$ cat config.mk
export PLATFORM = sky130hd
export DESIGN_NAME = spa_work_mem
export DESIGN_NICKNAME = d
export VERILOG_FILES = /design/src/hdl/sparse_polynomial_arithmetic_macros.svh /design/src/hdl/spa_pkg.sv /design/src/hdl/spa_work_mem.sv
export SDC_FILE = /design/constraint.sdc
export NUM_CORES = 2
export LEC_CHECK = 0
export ABC_AREA = 1
export BUFFER_PORTS_ARGS = -buffer_cell sky130_fd_sc_hd__buf_2
export CELL_PAD_IN_SITES_DETAIL_PLACEMENT = 0
export CELL_PAD_IN_SITES_GLOBAL_PLACEMENT = 1
export CORE_ASPECT_RATIO = 0.7
export CORE_UTILIZATION = 50
export CTS_BUF_LIST = sky130_fd_sc_hd__clkbuf_16
export DETAILED_ROUTE_END_ITERATION = 6
export GPL_ROUTABILITY_DRIVEN = 0
export HOLD_SLACK_MARGIN = 0.15
export PLACE_DENSITY_LB_ADDON = 0.08
export REMOVE_ABC_BUFFERS = 1
export SETUP_SLACK_MARGIN = 0.15
export SLEW_MARGIN = 20
export SYNTH_ARGS = -nofsm -noshare
export SYNTH_HDL_FRONTEND = slang
export SYNTH_SLANG_ARGS = --single-unit
$ cat constraint.sdc
create_clock -name clk -period 11.2 [get_ports clk]
set_clock_uncertainty 0.15 [all_clocks]
set_input_delay 0.56 -clock clk [delete_from_list [all_inputs] [get_ports clk]]
set_output_delay 0.56 -clock clk [all_outputs]
set_load 0.02 [all_outputs]
$ cat src/hdl/sparse_polynomial_arithmetic_macros.svh
// Assertion macros shared by the sparse polynomial block.
// Each macro expects clk and rst_n to be in scope at the place of use.
`ifndef SPARSE_POLYNOMIAL_ARITHMETIC_MACROS_SVH
`define SPARSE_POLYNOMIAL_ARITHMETIC_MACROS_SVH
`ifndef SYNTHESIS
`define SPA_ASSERT_IMP(lbl, ante, cons, msg) \
    lbl: assert property (@(posedge clk) disable iff (!rst_n) (ante) |-> (cons)) \
        else $error(msg);
`define SPA_ASSERT_NXT(lbl, ante, cons, msg) \
    lbl: assert property (@(posedge clk) disable iff (!rst_n) (ante) |=> (cons)) \
        else $error(msg);
`else
`define SPA_ASSERT_IMP(lbl, ante, cons, msg)
`define SPA_ASSERT_NXT(lbl, ante, cons, msg)
`endif
`endif

$ cat src/hdl/spa_pkg.sv
// Types and codes shared by the sparse polynomial arithmetic block.
// No dependencies.
package spa_pkg;

    localparam int COEF_W    = 32;
    localparam int EXP_W     = 8;
    localparam int RES_EXP_W = 9;

    typedef enum logic [2:0] {
        CMD_CLEAR  = 3'd0,
        CMD_LOAD_A = 3'd1,
        CMD_LOAD_B = 3'd2,
        CMD_ADD    = 3'd3,
        CMD_SUB    = 3'd4,
        CMD_MUL    = 3'd5
    } cmd_t;

    typedef enum logic [1:0] {
        STAT_TERM  = 2'd0,
        STAT_ACK   = 2'd1,
        STAT_FULL  = 2'd2,
        STAT_EMPTY = 2'd3
    } status_t;

    typedef enum logic [1:0] {
        ALU_PASS = 2'd0,
        ALU_NEG  = 2'd1,
        ALU_ADD  = 2'd2,
        ALU_MUL  = 2'd3
    } alu_op_t;

    typedef struct packed {
        logic              go;
        alu_op_t           op;
        logic [COEF_W-1:0] a;
        logic [COEF_W-1:0] b;
    } alu_req_t;

    typedef struct packed {
        logic [COEF_W-1:0]    coef;
        logic [RES_EXP_W-1:0] expo;
    } work_entry_t;

endpackage

$ cat src/hdl/spa_work_mem.sv
// Single-port work list memory with registered read data.
// Depends on spa_pkg for the entry type.
module spa_work_mem import spa_pkg::*; #(
    parameter int DEPTH  = 64,
    parameter int ADDR_W = 6
) (
    input  logic              clk,
    input  logic              we,
    input  logic              re,
    input  logic [ADDR_W-1:0] addr,
    input  work_entry_t       wdata,
    output work_entry_t       rdata
);

    work_entry_t mem_reg [DEPTH];
    work_entry_t rdata_reg;

    always_ff @(posedge clk)
    begin
        if (we)
        begin
            mem_reg[addr] <= wdata;
        end
        if (re)
        begin
            rdata_reg <= mem_reg[addr];
        end
    end

    assign rdata = rdata_reg;

endmodule

== After elaboration in Yosys (flattened, before gate mapping) ==
Memory sizes are Yosys's and may differ from the RTL's. A register that Yosys moved wholly into a read port is not among the register bits.
Cells that the tools add are included.
Word-level totals
  bits of input ports: 50
  register bits: 0
  memories: 1
  memory bits (writable): 2624
Cells by class
  mux-type cells: 2
Memories
  mem_reg: depth 64, bits a word 41, read ports 1, clocked after memory_dff 1, wr ports 1, RTL line spa_work_mem.sv:15  | work_entry_t mem_reg [DEPTH];
Operator list (count)
  $mux W1: 2

== Longest topological paths before layout ==
  depth in word-level cells: 2
  depth in mapped cells: 15
  mapped depth without buffers: 11

== Worst setup path before layout ==
No wires, ideal clock.
  kind: input-to-reg
  start: input addr[0]
  end: memory mem_reg[41][0] (netlist bit), enable pin
  setup slack: 5.324 ns
  buffers on the path: 4
  arrival time: 5.185 ns
  required time: 10.508 ns
  cell stages on the path: 6
  library setup time: 0.542 ns
  cells stage by stage: buf_4 inv_2 buf_6 buf_4 buf_4 nor4_1
RTL lines
  start: declaration: RTL line spa_work_mem.sv:10  | input logic [ADDR_W-1:0] addr,
  end: declaration: RTL line spa_work_mem.sv:15
No word-level cell before the write port.

==> impl_metrics.json <==
{
  "cts.repair.resized": 0,
  "relSlewSlack_pct": 18.90,
  "gr-usage-met1_pct": 48.59,
  "vias_per_cell": 5.485,
  "cp.required_ps": 11750,
  "syn_to_final_growth_pct": 10.50,
  "grt_pass1_vias": 70790,
  "core.rowCount": 144,
  "crit_fanout": 76,
  "finalMaxSlewViolations": 0,
  "synth_cell_types": 20,
  "io_buffers": 90,
  "grt_max_degree": 181,
  "clk_latency_ps": 840,
  "finalCritPeriodShare_pct": 39.41,
  "synth_area_per_cell_sq_um": 10.34,
  "wl_per_cell_microns": 26.14,
  "drc_errors": 0,
  "clk_pin_slew_worst_paths_ps": 60,
  "chipWidth_microns": 566.5,
  "synth_seq_cells": 2665,
  "synth_seq_area_share_pct": 71.75,
  "die_h_microns": 397.2,
  "grt_setup_unrepaired": "false",
  "cap_violations": 0,
  "antenna_found_initial": 21,
  "vias": 76410,
  "synth.area.top_cells": "edfxtp_1 (72%), nand2_1 (25%), buf_2 (1.0%)",
  "fin_crit_ps": 4414,
  "gr-total-overflow": 0,
  "syn-cell-area_sq_mm": 0.1115,
  "cts_root_buffer": "clkbuf_16",
  "largest_reg_flops": 2624,
  "cts_tree": "built",
  "status": "finished clean",
  "core_area_sq_mm": 0.2209,
  "gr-usage-met2_pct": 47.61,
  "use_met3_pct": 6.245,
  "cpMostUsedCell": "nand2_1",
  "io_pins": 91,
  "hpwl_mm": 191.5,
  "power.leakage_uw": 0.05155,
  "cts_buffer_depth": 4,
  "worstPathArrival_ps": 4960,
  "ir_worst_vdd_v": 0.0001539,
  "htreeDepth": 5,
  "worst-slew-pin-transition_ps": 1217,
  "nNetsFinal": 10870,
  "grt_pass1_wl_mm": 519.9,
  "ant_nets": 0,
  "synthCells": 10790,
  "nFillCells": 19070,
  "power_density_mw_per_mm2": 170.9,
  "synth_top_area_cell": "edfxtp_1",
  "worst_slack_ps": 6786,
  "dieArea_sq_mm": 0.2250,
  "start_kind": "input port",
  "hold_class": "in -> reg",
  "finalSetupViolations": 0,
  "grt_busiest_layer": "met1",
  "first_pass_iters": 6,
  "fin_util_pct": 55.80,
  "final_area_sq_mm": 0.1233,
  "place_area_sq_mm": 0.1150,
  "hold_viol": 0,
  "layout-drive-gt1-share_pct": 6.570,
  "wl_mm": 364.1,
  "ys_warn_count": 0,
  "crit_path_cell_trace": "buf_8 > inv_8 > buf_4 > buf_4 > buf_4 > nand2_1 > nand2_1 > nand2_1 > nand2_1 > nand2_1 > nand2_1 > nand2_1 > nand2_1 > nor2_1 > nand2_1",
  "slowest_stage": "buf_4",
  "yosysTopAreaCellShare_pct": 71.75,
  "cts-buffers-inserted": 273,
  "place_ws_ps": 6117,
  "grt.total_usage_pct": 32.16,
  "start_util_pct": 50.50,
  "worst-setup-path-type": "in -> reg",
  "fmax_mhz": 226.5,
  "slowest_delay_ps": 900,
  "drt_iter0_markers": 9913,
  "cts_num_sinks": 2665,
  "endpoint_kind": "flip-flop"
}
[layer usage]
layer	part of all wire (%)	up-vias	wire length, microns
li1	-	34960	-
met1	44	37300	160200
met4	3.0	6	10780
met2	43	3592	156400
met3	10	545	36670
met5	0.0096	-	35
[cell families after synthesis]
kind of cell	synth area share, %
DFF	71.75
and+or+nand+nor	25.47
AOI/OAI and AO/OA	0.06506
buffers and inverters	2.724
[critical path: cells and delay by family]
family	cells	cell delay, ps
buffers and inverters	5	3010
and+or+nand+nor	10	1040
[Yosys cell counts]
| master | instances |
|---|---|
| o21ai_1 | 5 |
| inv_2 | 11 |
| buf_4 | 82 |
| o211ai_1 | 5 |
| clkbuf_1 | 149 |
| nor3_2 | 8 |
| o21ai_0 | 2 |
| edfxtp_1 | 2665 |
| buf_2 | 225 |
| or2_2 | 5 |
| nand4_1 | 2 |
| or2_1 | 1 |
| nor2_1 | 155 |
| buf_6 | 40 |
| nor4_1 | 2 |
| buf_1 | 46 |
| clkinv_2 | 1 |
| nand2_1 | 7357 |
| inv_1 | 18 |
| nand3_1 | 13 |
[placed cells by master (no fill, tap or decap), drive strengths merged]
| cell | Yosys | routed |
|---|---|---|
| buf | 393 | 288 |
| bufinv | 0 | 12 |
| clkbuf | 149 | 283 |
| clkinv | 1 | 103 |
| clkinvlp | 0 | 5 |
| diode | 0 | 5 |
| dlygate4sd3 | 0 | 3 |
| edfxtp | 2665 | 2665 |
| inv | 29 | 91 |
| nand2 | 7357 | 7357 |
| nand3 | 13 | 13 |
| nand4 | 2 | 2 |
| nor2 | 155 | 155 |
| nor3 | 8 | 8 |
| nor4 | 2 | 2 |
| o211ai | 5 | 5 |
| o21ai | 7 | 7 |
| or2 | 6 | 6 |
[stage by stage]
step                instances  setup TNS, ps  power (uW)  hold WS (ps)
finish                  13930              0       21060         207.5
global route            13930              0       21630         235.2
CTS                     13920              0       21140         212.5
detailed placement      13460              0       12630         719.8
global placement        13450              0       12630         730.3
floorplan               10250       -5528990       12050         508.9
[timing repair]
item	4_1_cts	5_1_grt
setup buffers	0	0
hold endpoints to repair	30	3
hold buffers	2	1
[where the power goes]
| part | internal, uW | switching [uW] |
|---|---|---|
| clock | 4830 | 3790 |
| combinational | 285 | 1060 |
| sequential | 11100 | 34.4 |
| total | 16200 | 4880 |
[final timing paths]
check / start / end / slack, ps / cells past startpoint
max reg2reg: mem_reg[45][29]$_DFFE_PP_ / rdata[29]$_DFFE_PP_ / 8830 / 10
max: addr[0] / rdata[18]$_DFFE_PP_ / 6790 / 15
min: wdata[29] / mem_reg[33][29]$_DFFE_PP_ / 210 / 1
min reg2reg: mem_reg[18][23]$_DFFE_PP_ / rdata[23]$_DFFE_PP_ / 730 / 10
[final cells by class]
| type | count | area, sq um | area share, % |
|---|---|---|---|
| Clock buffer | 283 | 7082 | 5.746 |
| Timing Repair Buffer | 291 | 2230 | 1.809 |
| Inverter | 30 | 143.9 | 0.1167 |
| Multi-Input combinational cell | 7555 | 29020 | 23.54 |
| Antenna cell | 5 | 12.51 | 0.01015 |
| Sequential cell | 2665 | 80030 | 64.93 |
| Clock inverter | 181 | 1090 | 0.8842 |
| Tap cell | 2920 | 3654 | 2.964 |
Power figures use the tool's default switching activity.
